## src/hdl/assert_macros.svh

```systemverilog
// Assertion helpers for the RTL.
`ifndef ASSERT_MACROS_SVH
`define ASSERT_MACROS_SVH

// Same-cycle implication, sampled on the rising clock, off during reset.
`define ASSERT_IMP(label, clk, rst, ante, cons) \
   label: assert property (@(posedge clk) disable iff (rst) (ante) |-> (cons)) \
      else $error("assertion failed");

// Next-cycle implication, sampled on the rising clock, off during reset.
`define ASSERT_NEXT(label, clk, rst, ante, cons) \
   label: assert property (@(posedge clk) disable iff (rst) (ante) |=> (cons)) \
      else $error("assertion failed");

`endif

```

## src/hdl/sle_pkg.sv

```systemverilog
package sle_pkg;

   localparam int unsigned LINE_LIMIT = 39;
   localparam int unsigned HEAD_BYTES = 12;
   localparam int unsigned POS_W      = $clog2(LINE_LIMIT + 1);
   localparam int unsigned HEAD_IDX_W = $clog2(HEAD_BYTES);
   localparam int unsigned KW_COUNT   = 8;
   localparam int unsigned KW_MAX     = 9;
   localparam int unsigned KW_OFFSET  = 3;

   localparam logic [7:0] END_MARK  = 8'hFF;
   localparam logic [7:0] NEWLINE   = 8'h0A;
   localparam logic [7:0] CHAR_ZERO = 8'h30;
   localparam logic [7:0] CHAR_TWO  = 8'h32;
   localparam logic [7:0] CHAR_SEMI = 8'h3B;

   typedef enum logic [3:0] {
      EV_NONE  = 4'd0,
      EV_BCONN = 4'd1,
      EV_RUN   = 4'd2,
      EV_BHUP  = 4'd3,
      EV_DCONN = 4'd4,
      EV_DHUP  = 4'd5,
      EV_CINF  = 4'd6,
      EV_ICALL = 4'd7,
      EV_NODCH = 4'd8
   } event_type;

   // keywords in priority order, zero padded
   localparam logic [7:0] KW_TEXT [KW_COUNT][KW_MAX] = '{
      '{"B", "C", "O", "N", "_", 8'h00, 8'h00, 8'h00, 8'h00},
      '{"T", "E", "I", " ", "O", "K",   8'h00, 8'h00, 8'h00},
      '{"B", "D", "I", "S", "_", 8'h00, 8'h00, 8'h00, 8'h00},
      '{"D", "C", "O", "N", "_", 8'h00, 8'h00, 8'h00, 8'h00},
      '{"D", "D", "I", "S", "_", 8'h00, 8'h00, 8'h00, 8'h00},
      '{"C", "I", "F", 8'h00, 8'h00, 8'h00, 8'h00, 8'h00, 8'h00},
      '{"D", "C", "A", "L", "_", "I",   8'h00, 8'h00, 8'h00},
      '{"N", "O", " ", "D", "-", "C",   "H",   "A",   "N"}
   };
   localparam int unsigned KW_LEN [KW_COUNT] = '{5, 6, 5, 5, 5, 3, 6, 9};
   localparam event_type KW_EVENT [KW_COUNT] = '{
      EV_BCONN, EV_RUN, EV_BHUP, EV_DCONN, EV_DHUP, EV_CINF, EV_ICALL, EV_NODCH
   };

endpackage

```

## src/hdl/status_line_event_classifier.sv

```systemverilog
// Status line event classifier.
// req_ channel: one status byte per beat (req_valid / req_stall). 0xFF ends a line.
// rsp_ channel: one result beat per request beat: the echoed byte (0xFF shown as
//   newline), an event code, the channel (digit minus one) and both B-channel
//   active flags as they stand after this byte.
// Two register stages: an accepted beat waits in the input register and is
//   shown on rsp_ once it has moved into the result register. Throughput is
//   one beat per cycle while rsp_stall is low; every keyword is compared in
//   parallel against the registered twelve-byte line head in the single stage
//   between the input register and the result register.
// Reset (synchronous, active high) empties both stages, returns the line
//   position to zero and clears both B-channel flags. Head bytes are not
//   cleared; they are only looked at below the current line length.
// When the receiver stalls, the result register holds its beat; an empty input
//   register still takes one more beat. With both registers full, req_stall
//   follows rsp_stall in the same cycle, so nothing is lost or repeated.
`include "assert_macros.svh"

module status_line_event_classifier (
   input  logic              clock,
   input  logic              reset,
   input  logic              req_valid,
   output logic              req_stall,
   input  logic [7:0]        req_status_byte,
   output logic              rsp_valid,
   input  logic              rsp_stall,
   output logic [7:0]        rsp_echo_char,
   output logic [3:0]        rsp_event_code,
   output logic signed [1:0] rsp_event_channel,
   output logic              rsp_b1_active,
   output logic              rsp_b2_active
);
   import sle_pkg::*;

   // input register
   logic             in_valid_ff;
   logic [7:0]       in_byte_ff;
   // result register
   logic             rsp_valid_ff;
   logic [7:0]       echo_ff;
   event_type        event_ff;
   logic [1:0]       chan_ff;
   // line state
   logic [7:0]       head_ff [HEAD_BYTES];
   logic [POS_W-1:0] pos_ff;
   logic             b1_ff;
   logic             b2_ff;

   logic             advance;   // input register moves into result register
   logic             in_ready;
   logic             line_end;
   logic             prefix_ok;
   logic [1:0]       digit;
   logic [7:0]       echo_in;
   event_type        event_in;
   logic [1:0]       chan_in;
   logic [POS_W-1:0] pos_in;
   logic             b1_in;
   logic             b2_in;

   // Result register frees up when empty or when its beat is taken this cycle.
   assign advance  = in_valid_ff && (!rsp_valid_ff || !rsp_stall);
   assign in_ready = !in_valid_ff || advance;
   assign req_stall = !in_ready;

   assign line_end = (in_byte_ff == END_MARK);
   assign digit    = in_byte_ff == END_MARK ? head_ff[1][1:0] : head_ff[1][1:0];

   // Line prefix "0<digit 0..2>;" needs at least three bytes in the line.
   assign prefix_ok = (pos_ff >= POS_W'(KW_OFFSET)) &&
                      (head_ff[0] == CHAR_ZERO) &&
                      (head_ff[1] >= CHAR_ZERO) && (head_ff[1] <= CHAR_TWO) &&
                      (head_ff[2] == CHAR_SEMI);

   always_comb begin
      logic kw_hit;
      kw_hit   = 1'b0;
      echo_in  = line_end ? NEWLINE : in_byte_ff;
      event_in = EV_NONE;
      chan_in  = 2'd0;
      pos_in   = pos_ff;
      b1_in    = b1_ff;
      b2_in    = b2_ff;
      if (line_end) begin
         pos_in = '0;
         if (prefix_ok) begin
            // walk from lowest priority up so the first keyword in order wins
            for (int k = KW_COUNT - 1; k >= 0; k--) begin
               kw_hit = (pos_ff >= POS_W'(KW_OFFSET + KW_LEN[k]));
               for (int i = 0; i < KW_MAX; i++) begin
                  if (i < KW_LEN[k] && head_ff[KW_OFFSET + i] != KW_TEXT[k][i]) begin
                     kw_hit = 1'b0;
                  end
               end
               if (kw_hit) begin
                  event_in = KW_EVENT[k];
               end
            end
            if (event_in != EV_NONE) begin
               chan_in = digit - 2'd1;   // digit zero reports -1
            end
            // B-channel connect / disconnect; channel zero leaves flags alone
            if (event_in == EV_BCONN || event_in == EV_BHUP) begin
               if (digit == 2'd1) begin
                  b1_in = (event_in == EV_BCONN);
               end
               if (digit == 2'd2) begin
                  b2_in = (event_in == EV_BCONN);
               end
            end
         end
      end else if (pos_ff < POS_W'(LINE_LIMIT)) begin
         pos_in = pos_ff + POS_W'(1);   // saturates at the line limit
      end
   end

   // control state
   always_ff @(posedge clock) begin
      if (reset) begin
         in_valid_ff  <= 1'b0;
         rsp_valid_ff <= 1'b0;
         pos_ff       <= '0;
         b1_ff        <= 1'b0;
         b2_ff        <= 1'b0;
      end else begin
         if (in_ready) begin
            in_valid_ff <= req_valid;
         end
         if (advance) begin
            rsp_valid_ff <= 1'b1;
            pos_ff       <= pos_in;
            b1_ff        <= b1_in;
            b2_ff        <= b2_in;
         end else if (!rsp_stall) begin
            rsp_valid_ff <= 1'b0;
         end
      end
   end

   // payload
   always_ff @(posedge clock) begin
      if (in_ready && req_valid) begin
         in_byte_ff <= req_status_byte;
      end
      if (advance) begin
         echo_ff  <= echo_in;
         event_ff <= event_in;
         chan_ff  <= chan_in;
         // keep the head of the line; bytes past it are only counted
         if (!line_end && pos_ff < POS_W'(HEAD_BYTES)) begin
            head_ff[pos_ff[HEAD_IDX_W-1:0]] <= in_byte_ff;
         end
      end
   end

   assign rsp_valid         = rsp_valid_ff;
   assign rsp_echo_char     = echo_ff;
   assign rsp_event_code    = event_ff;
   assign rsp_event_channel = chan_ff;
   // flags only move with the result register, so they match the beat on show
   assign rsp_b1_active     = b1_ff;
   assign rsp_b2_active     = b2_ff;

   `ASSERT_IMP(a_pos_saturates, clock, reset, 1'b1, pos_ff <= POS_W'(LINE_LIMIT))
   `ASSERT_IMP(a_event_on_line_end, clock, reset, rsp_valid && rsp_event_code != EV_NONE, rsp_echo_char == NEWLINE)
   `ASSERT_IMP(a_chan_needs_event, clock, reset, rsp_valid && rsp_event_channel != 2'sd0, rsp_event_code != EV_NONE)
   `ASSERT_NEXT(a_flags_only_on_end, clock, reset, !(advance && line_end), $stable(b1_ff) && $stable(b2_ff))
   `ASSERT_NEXT(a_pos_clears_on_end, clock, reset, advance && line_end, pos_ff == '0)

endmodule

```

## config.mk

```make
export PLATFORM = sky130hd
export DESIGN_NAME = status_line_event_classifier
export DESIGN_NICKNAME = d
export VERILOG_FILES = /design/src/hdl/sle_pkg.sv /design/src/hdl/status_line_event_classifier.sv
export VERILOG_INCLUDE_DIRS = /design/src /design/src/hdl
export SDC_FILE = /design/constraint.sdc
export NUM_CORES = 1
export LEC_CHECK = 0
export ABC_AREA = 1
export BUFFER_PORTS_ARGS = -buffer_cell sky130_fd_sc_hd__buf_2
export CORE_ASPECT_RATIO = 2
export CORE_UTILIZATION = 25
export CTS_BUF_LIST = sky130_fd_sc_hd__clkbuf_8
export DETAILED_ROUTE_END_ITERATION = 8
export PLACE_DENSITY = 0.39
export REMOVE_ABC_BUFFERS = 1
export SYNTH_ARGS = -nofsm -noshare
export SYNTH_HDL_FRONTEND = slang
export SYNTH_SLANG_ARGS = --single-unit
```

## constraint.sdc

```tcl
create_clock -name clock -period 3.9 [get_ports clock]
set_clock_uncertainty 0.2 [all_clocks]
set_input_delay 0.585 -clock clock [delete_from_list [all_inputs] [get_ports clock]]
set_output_delay 0.585 -clock clock [all_outputs]
set_load 0.02 [all_outputs]
```

==> summary.txt, run 1 <==
Floorplanning
  • Initial Util: 25.7%
  • Core area: 0.0211 mm^2
  • DIE AREA: 0.0224 mm^2
  • Top Ports: 30
  • Die Span Y: 210 um
  • Die X: 106 um
  • Rows: 75

Synthesis
  • Yosys warns: 0
  • Area of the mapped netlist: 0.00543 mm^2
  • Yosys top cell area share: 65.3%
  • Cells after synthesis: 488
  • FFs w/ async S/R, synth: 0%
  • Distinct cells, synth: 32
  • Mean post-synth cell area: 11.1 um^2
  • Post-synth EDFFs: 118
  • Sequential share of the synthesized area: 68.9%
  • Synth Flop Type: edfxtp_1
  • Synth area leaders: edfxtp_1 65%, nor2_1 6.0%, nand2_1 5.5%, inv_1 4.8%, dfxtp_1 3.7%
  • #FFs+latches synth: 128
  • Cell taking the most area after synthesis: edfxtp_1

Hold path
  • Worst hold path class: input port to register
  • Worst Hold Launch: req_status_byte[5]

Critical path
  • Endpoint class of the critical path: register
  • WP data required: 3.75 ns
  • CP Launch Type: register
  • Worst EP arrival: 2.67 ns
  • Setup Crit Path Kind: register to register
  • Critical path launch point: in_byte_ff[5]
  • Worst-path maximum fanout: 13
  • Worst r2r src: in_byte_ff[5]

Routing
  • Wire per inst: 17.8 um
  • Drt drc: 0
  • Antenna-violating nets left: 0
  • Vias/cell: 4.34
  • Via count: 3600
  • DR pass1 iterations: 6
  • Detailed Route Iter0 Violations: 114
  • Routed wire length: 14.8 mm

Cells and area
  • Ratio of cells with drive above 1 in the final layout: 16.6%
  • # nets final: 568
  • Fin cells: 830
  • Fillcell total: 2150
  • Final Util: 30.6%
  • Area growth syn-to-layout: 19.0%
  • Ant. Diodes: 0

Timing
  • Final Hold Violating Endpoints: 0
  • Worst rel slew slack: 26.7%
  • Setup violators final: 0
  • Final TNS setup: 0 ns
  • Pins Over Slew Limit: 0
  • Final cycle utilization of the critical path: 72.3%
  • Max Clock Freq: 355 MHz
  • Final min period: 2.82 ns
  • RSZ-0062 raised after global routing: no
  • Least-Margin Pin Slew: 1.09 ns

Power
  • Clock share of power: 44.1%
  • Sw Share: 20.9%
  • Comb pwr share: 3.4%
  • P_sw: 0.610 mW
  • Cell internal pwr: 2.30 mW
  • Pwr Density: 451 mW/mm^2
  • Seq pwr share: 52.4%
  • Maximum vdd drop: 0.207 mV
  • P_leak: 2.46 nW

Clock network
  • Root buf cell: clkbuf_8
  • CTS HTree Levels: 4
  • # hold bufs at CTS: 0
  • Worst-skew pair later-pin latency: 0.43 ns
  • Worst-path clk slew: 0.08 ns
  • CTS tree: yes
  • TritonCTS Sinks: 128
  • Resized cells post-CTS: 0
  • Post-CTS Setup Bufs: 0
  • CTS Buffer Depth: 2
  • CTS buffer count: 17

Global route
  • Total congestion overflow: 0
  • Vias in the first global route: 3848
  • Largest net degree at the start of global routing: 18
  • Initial antenna violation count: 0
  • First-pass GRT wire length: 22.3 mm
  • Gr usage total: 14.3%

Placed design
  • Number of port buffers: 29
  • Final HPWL DP: 11.2 mm
  • Gpl congestion: 0.844
  • Placed cells: 799

Outcome
  • Status: completed

Flow run
  • Number of max-cap violations: 0
[sequential cells by signal, summed over array words and instances (netlist names)]
signal,flops
rsp_b1_active,1
rsp_valid,1
rsp_b2_active,1
rsp_echo_char,8
in_valid_ff,1
rsp_event_code,4
head_ff,96
pos_ff,6
in_byte_ff,8
rsp_event_channel,2
[power groups by stage]
stage | combinational, mW | sequential, mW | clock (mW)
floorplan | 0.0316 | 1.57 | 0
global placement | 0.103 | 1.56 | 0
detailed placement | 0.104 | 1.56 | 0
CTS | 0.105 | 1.53 | 1.32
global route | 0.109 | 1.53 | 1.37
finish | 0.100 | 1.53 | 1.29
[worst paths after layout]
check             slack (ns)  cells past startpoint       endpoint
setup / recovery        1.08                      6  head_ff[6][3]
hold reg to reg         0.27                      2  rsp_b2_active
hold / removal          0.12                      1  in_byte_ff[5]
setup reg to reg        1.08                      6  head_ff[6][3]
[logic make-up after synthesis]
| kind of cell | after synthesis | share of synthesized area [%] |
|---|---|---|
| buffers and inverters | 80 | 5.78 |
| flip-flops | 128 | 68.9 |
| XOR/XNOR | 1 | 0.161 |
| AO/OA/AOI/OAI | 17 | 1.70 |
| adder cells (fa/ha/maj) | 7 | 1.61 |
| AND/OR/NAND/NOR | 255 | 21.8 |
[final cells by class]
cell class,instances,area [um^2],area share (%)
inverters,76,290,4.49
flip-flops and latches,128,3740,57.9
multi-input cells,280,1370,21.2
well taps,269,337,5.21
repair buffers,46,273,4.22
clock inverters,14,214,3.31
clock buffers,17,234,3.62
[critical path, stage by stage, from the launching register on]
cell,delay [ns]
edfxtp_1,0.37
buf_4,0.21
inv_1,0.13
nor4_4,0.07
nand2_2,0.11
nand3_1,0.36
nor3_1,0.97
[cell usage in the layout, fill, tap and decap left out, drive strengths merged]
cell type | synthesis | routed
a21oi | 9 | 9
buf | 2 | 46
bufinv | 0 | 5
clkbuf | 2 | 17
clkinv | 1 | 6
clkinvlp | 0 | 2
dfxtp | 10 | 10
edfxtp | 118 | 118
ha | 7 | 7
inv | 75 | 77
nand2 | 83 | 83
nand3 | 27 | 27
nand3b | 10 | 10
nand4 | 16 | 16
nor2 | 89 | 89
nor3 | 25 | 25
nor3b | 1 | 1
nor4 | 3 | 3
o211a | 1 | 1
o211ai | 1 | 1
o21ai | 6 | 6
or2 | 1 | 1
xor2 | 1 | 1
[through the flow]
step	hold WS [ns]	power [mW]	setup slack (ns)	cell area (um^2)
2_1_floorplan	0.250	1.60	0.695	5410
3_3_place_gp	0.266	1.66	0.832	6020
3_5_place_dp	0.267	1.66	0.769	6020
4_1_cts	0.0872	2.96	1.10	6460
5_1_grt	0.0827	3.01	0.905	6460
6_report	0.121	2.91	1.08	6460
[synthesized netlist by cell type (all sizes together) (2+ instances only)]
cell	n
o21ai	6
edfxtp	118
inv	75
nand4	16
nor2	89
nor4	3
ha	7
nor3	25
a21oi	9
buf	2
dfxtp	10
nand3b	10
clkbuf	2
nand3	27
nand2	83
[metal layers]
metal | vias up | wire length [um] | global-route usage [%]
met5 | - | 0 | 0
met3 | 22 | 216 | 2.54
li1 | 1766 | - | -
met1 | 1753 | 4770 | 11.9
met4 | 0 | 456 | 7.04
met2 | 59 | 9350 | 30.2
Note: power is estimated with default switching activity, not from simulation.
==> run 2, diff against run 1 <==
clock period = 2.8 ns   (was 3.9 ns; I/O delays follow)
==> summary.txt, run 2 (synthesis gave the netlist of run 1 again) <==
Floorplanning
  • Die X: 106 um
  • Rows: 75
  • Top Ports: 30
  • Initial Util: 25.7%
  • Core area: 0.0211 mm^2
  • DIE AREA: 0.0224 mm^2
  • Die Span Y: 210 um

Power
  • P_leak: 2.50 nW
  • Pwr Density: 603 mW/mm^2
  • Maximum vdd drop: 0.312 mV

Clock network
  • CTS HTree Levels: 4
  • Worst-skew pair later-pin latency: 0.46 ns
  • TritonCTS Sinks: 128
  • Post-CTS Setup Bufs: 0
  • Root buf cell: clkbuf_8
  • CTS tree: yes
  • CTS Buffer Depth: 2
  • Worst-path clk slew: 0.08 ns
  • CTS buffer count: 17

Cells and area
  • Most common cell after layout, fill and taps aside: edfxtp_1
  • Ratio of cells with drive above 1 in the final layout: 17.2%
  • Most frequent cells in the layout: 118 x edfxtp_1, 87 x nor2_1, 79 x nand2_1, 70 x inv_1, 29 x buf_2
  • Area growth syn-to-layout: 20.7%
  • Ant. Diodes: 0
  • Fillcell total: 2207
  • # nets final: 581
  • Biggest register: head_ff
  • Max reg flops: 96
  • Fin cells: 844

Timing
  • RSZ-0062 raised after global routing: no
  • Final cycle utilization of the critical path: 82.4%
  • Final Hold Violating Endpoints: 0
  • Setup violators final: 0
  • Least-Margin Pin Slew: 0.516 ns
  • Pins Over Slew Limit: 0
  • Worst rel slew slack: 65.5%
  • Final min period: 2.31 ns
  • Fin worst setup slack: 0.493 ns
  • Max Clock Freq: 433 MHz

Critical path
  • Worst EP arrival: 2.32 ns
  • Slowest CP cell: dfxtp_1
  • Crit-path max cell delay: 0.42 ns
  • Top Family by Delay on Critical Path: simple AND/OR/NAND/NOR gates
  • CP Launch Type: register
  • Worst r2r src: pos_ff[1]
  • Number of buffers and inverters on the critical path: 1
  • Critical path launch point: pos_ff[1]
  • WP data required: 2.81 ns
  • Worst-path maximum fanout: 5
  • Cells along the critical path: inv_1, ha_1, nand3_1, nor2_1, nor2_1, nor2_1, nand2_1, nand2_1, nor2_1, nand3_1, nand2_1, a21oi_1
  • Endpoint class of the critical path: register
  • Most used cell, CP: nor2_1
  • Setup Crit Path Kind: register to register

Placed design
  • Pre-CTS setup slack: 0.329 ns
  • Final HPWL DP: 11.5 mm
  • Gpl congestion: 0.915
  • Placed cells: 803
  • Number of port buffers: 29

Global route
  • Initial antenna violation count: 0
  • Largest net degree at the start of global routing: 17
  • Vias in the first global route: 3850
  • Total congestion overflow: 0
  • First-pass GRT wire length: 22.5 mm
  • Gr usage total: 14.6%

Routing
  • Via count: 3645
  • Routed wire length: 15.0 mm
  • DR pass1 iterations: 4
  • Detailed Route Iter0 Violations: 113
  • Drt drc: 0
  • Vias/cell: 4.32
  • Antenna-violating nets left: 0
  • Wire per inst: 17.7 um

Hold path
  • Worst hold path class: input port to register
  • Worst Hold Launch: reset

Flow run
  • Number of max-cap violations: 0

Outcome
  • Status: completed
==> run 2: cell types whose count changed in the layout (fill, tap and decap cells not counted), sizes merged <==
cell	before	now
buf	46	50
bufinv	5	3
clkinvlp	2	4
dlygate4sd3	0	9
inv	77	78
==> run 2: layout make-up <==
class | instances | area, um^2 | area share [%]
repair buffers | 59 | 393 | 5.99
flip-flops and latches | 128 | 3740 | 57.1
well taps | 269 | 337 | 5.13
clock buffers | 17 | 234 | 3.57
clock inverters | 15 | 186 | 2.84
multi-input cells | 280 | 1370 | 20.9
inverters | 76 | 290 | 4.43
==> run 2: path summary, 6_finish.rpt <==
check,slack (ns),to,depth (start not counted)
max,0.49,rsp_event_channel[0],12
min,0.04,in_valid_ff,2
max reg2reg,0.49,rsp_event_channel[0],12
min reg2reg,0.26,rsp_b1_active,2
==> run 2: routing by layer <==
metal	global-route usage (%)	wire [um]	vias up
li1	-	-	1794
met1	12.6	5020	1760
met2	28.9	8940	53
met3	3.22	306	38
met4	9.20	691	0
met5	0	0	-
==> run 2: where the power goes <==
group | internal [mW] | switching, mW | leakage, nW
Combinational | 0.0435 | 0.109 | 1.14
Clock | 0.889 | 0.788 | 0.199
Sequential | 2.12 | 0.0111 | 1.16
==> run 2: what timing repair did <==
action                    CTS  global route
resized for setup           0             0
hold endpoints to repair    9             0
hold buffers                9             0
==> run 2: through the flow <==
step	hold slack, ns	total power, mW	cell area (um^2)	TNS (ns)	util, %
finish	0.0411	3.96	6560	0	31.1
global route	0.0423	4.08	6560	0	31.1
CTS	0.0214	4.01	6560	0	31.1
detailed placement	0.250	2.32	6050	0	28.6
global placement	0.253	2.32	6050	0	28.6
floorplan	0.250	2.23	5410	-21.19	-
==> run 3, diff against run 2 <==
ABC_AREA = 0   (was 1)
PLACE_DENSITY = 0.4   (was 0.39)
clock period = 2.2 ns   (was 2.8 ns; I/O delays follow)
==> summary.txt, run 3 <==
Power
  • P_sw: 1.08 mW
  • Cell internal pwr: 3.57 mW
  • Seq pwr share: 58.3%
  • Pwr Density: 668 mW/mm^2
  • Comb pwr share: 4.5%
  • Maximum vdd drop: 0.345 mV
  • P_leak: 2.46 nW
  • Total power: 4.65 mW
  • Sw Share: 23.2%
  • Clock share of power: 37.3%

Timing
  • WHS: 0.294 ns
  • Fin worst setup slack: -0.379 ns
  • Final min period: 2.58 ns
  • Final Hold Violating Endpoints: 0
  • Pins Over Slew Limit: 0
  • Least-Margin Pin Slew: 0.428 ns
  • Max Clock Freq: 388 MHz
  • Final cycle utilization of the critical path: 117%
  • Worst rel slew slack: 71.3%
  • Setup violators final: 8
  • RSZ-0062 raised after global routing: yes
  • Final TNS setup: -2.22 ns

Cells and area
  • Ratio of cells with drive above 1 in the final layout: 41.1%
  • # nets final: 493
  • Area of the multi-input gates: 0.00142 mm^2
  • Fillcell total: 1953
  • Fin cells: 749
  • Max reg flops: 96
  • Final Util: 35.1%
  • Ant. Diodes: 0
  • Final instance area: 0.00695 mm^2
  • Most frequent cells in the layout: 118 x edfxtp_1, 81 x buf_4, 29 x buf_2, 18 x nor2_1, 18 x clkbuf_8
  • Biggest register: head_ff
  • Reg area: 0.00374 mm^2
  • Most common cell after layout, fill and taps aside: edfxtp_1
  • Area growth syn-to-layout: 38.2%

Critical path
  • Slowest CP cell: or4b_1
  • Cells along the critical path: or4b_1, or4_4, o31a_1, o21a_1, nor4_2, mux2i_1
  • Worst-path maximum fanout: 5
  • WP data required: 2.37 ns
  • Critical path launch point: head_ff[6][2]
  • Setup Crit Path Kind: register to register
  • R2R cell count: 6
  • Endpoint class of the critical path: register
  • Worst EP arrival: 2.75 ns
  • CP Launch Type: register
  • Crit-path max cell delay: 0.54 ns
  • Worst r2r src: head_ff[6][2]

Placed design
  • Number of port buffers: 29
  • Placed cells: 698
  • Final HPWL DP: 10.5 mm
  • Pre-CTS setup slack: -0.527 ns
  • Gpl congestion: 0.803
  • Area after DPL: 0.00619 mm^2

Global route
  • First-pass GRT wire length: 21.1 mm
  • Initial antenna violation count: 0
  • Gr usage total: 15.0%
  • Vias in the first global route: 3614
  • Largest net degree at the start of global routing: 18
  • Total congestion overflow: 0

Flow run
  • Number of max-cap violations: 0

Routing
  • Drt drc: 0
  • Routed wire length: 14.3 mm
  • Wire per inst: 19.1 um
  • Via count: 3332
  • Vias/cell: 4.45
  • DR pass1 iterations: 4
  • Detailed Route Iter0 Violations: 135
  • Antenna-violating nets left: 0

Synthesis
  • Synth Flop Type: edfxtp_1
  • Synth top cells by count: 118 x edfxtp_1, 25 x nor2_1, 16 x nand2_1
  • Yosys warns: 0
  • Synth area leaders: edfxtp_1 70%, dfxtp_1 4.0%, nor4b_1 1.9%, nor2_1 1.9%, ha_1 1.7%
  • Distinct cells, synth: 51
  • Mean post-synth cell area: 15.6 um^2
  • Sequential share of the synthesized area: 74.4%
  • Area of the mapped netlist: 0.00503 mm^2
  • Post-synth EDFFs: 118
  • FFs w/ async S/R, synth: 0%
  • Yosys top cell area share: 70.5%
  • Cell taking the most area after synthesis: edfxtp_1
  • Top-count cell post-synth: edfxtp_1
  • Cells after synthesis: 323
  • #FFs+latches synth: 128

Clock network
  • Worst-skew pair later-pin latency: 0.44 ns
  • CTS buffer count: 17
  • CTS Buffer Depth: 2
  • TritonCTS Sinks: 128
  • Worst-path clk slew: 0.07 ns
  • CTS HTree Levels: 4
  • Root buf cell: clkbuf_8
  • CTS tree: yes

Outcome
  • Failing checks: negative setup slack
  • Status: complete, but fails checks

Floorplanning
  • Die X: 102 um
  • Initial Util: 25.4%
  • Core area: 0.0198 mm^2
  • Die Span Y: 203 um
  • Top Ports: 30
  • DIE AREA: 0.0207 mm^2
  • Rows: 73

Hold path
  • Worst Hold Launch: rsp_b2_active
  • Worst hold path depth: 2
  • Worst hold path class: register to register
## run 3: changes by cell type after synthesis, moves of 5 or more
cell | before | now
and3_1 | 0 | 7
nand2b_1 | 0 | 5
nor4_1 | 1 | 6
inv_1 | 70 | 9
nand3b_1 | 9 | 1
nor3_1 | 24 | 13
nor2_1 | 87 | 25
a21oi_1 | 9 | 4
nand2_1 | 79 | 16
nand3_1 | 26 | 5
nor4b_1 | 0 | 11
nor2b_1 | 0 | 10
inv_2 | 5 | 0
## run 3: critical path, delay by kind of cell (launching register included)
kind               cells  cell delay [ns]
and+or+nand+nor        3             1.20
muxes                  1             0.22
DFF                    1             0.38
AOI/OAI and AO/OA      2             0.51
## run 3: cell type report
class | count | share of cell area, %
Multi-Input combinational cell | 180 | 20.5
Inverter | 9 | 0.486
Timing Repair Buffer | 138 | 15.5
Tap cell | 262 | 4.72
Clock inverter | 14 | 1.37
Clock buffer | 18 | 3.56
Sequential cell | 128 | 53.9
## run 3: worst paths after layout
| kind | end | slack (ns) |
|---|---|---|
| hold reg to reg | rsp_b2_active | 0.29 |
| setup / recovery | rsp_b1_active | -0.38 |
| setup reg to reg | rsp_b1_active | -0.38 |
| hold / removal | rsp_b2_active | 0.29 |
## run 3: what timing repair did
| item | CTS | global route |
|---|---|---|
| buffers inserted | 7 | 4 |
| endpoints found under the setup margin | 72 | 43 |
| hold buffers | 13 | 0 |
| pin swaps | 16 | 10 |
| endpoints found under the hold margin | 12 | 0 |
| resized for setup | 33 | 20 |
## run 3: metal layers
metal	track usage (%)	part of all wire (%)	routed length [um]	vias to the layer above
met4	6.73	2.9	416	0
li1	-	-	-	1576
met2	31.9	64	9160	58
met3	2.99	2.1	298	21
met1	12.1	31	4410	1677
met5	0	0	0	-
## run 3: power groups by stage
| stage | clock network (mW) | registers [mW] | logic (mW) |
|---|---|---|---|
| finish | 1.73 | 2.71 | 0.207 |
| detailed placement | 0 | 2.76 | 0.188 |
| CTS | 1.79 | 2.71 | 0.209 |
| floorplan | 0 | 2.79 | 0.0426 |
| global placement | 0 | 2.76 | 0.185 |
| global route | 1.88 | 2.71 | 0.223 |
## run 3: logic make-up after synthesis
family,Yosys count,share of synthesized area (%)
simple gates,148,18.8
compound gates,20,2.91
xor+xnor,3,0.523
fa+ha+maj,7,1.74
mux,2,0.398
buf+inv,15,1.14
flops,128,74.4
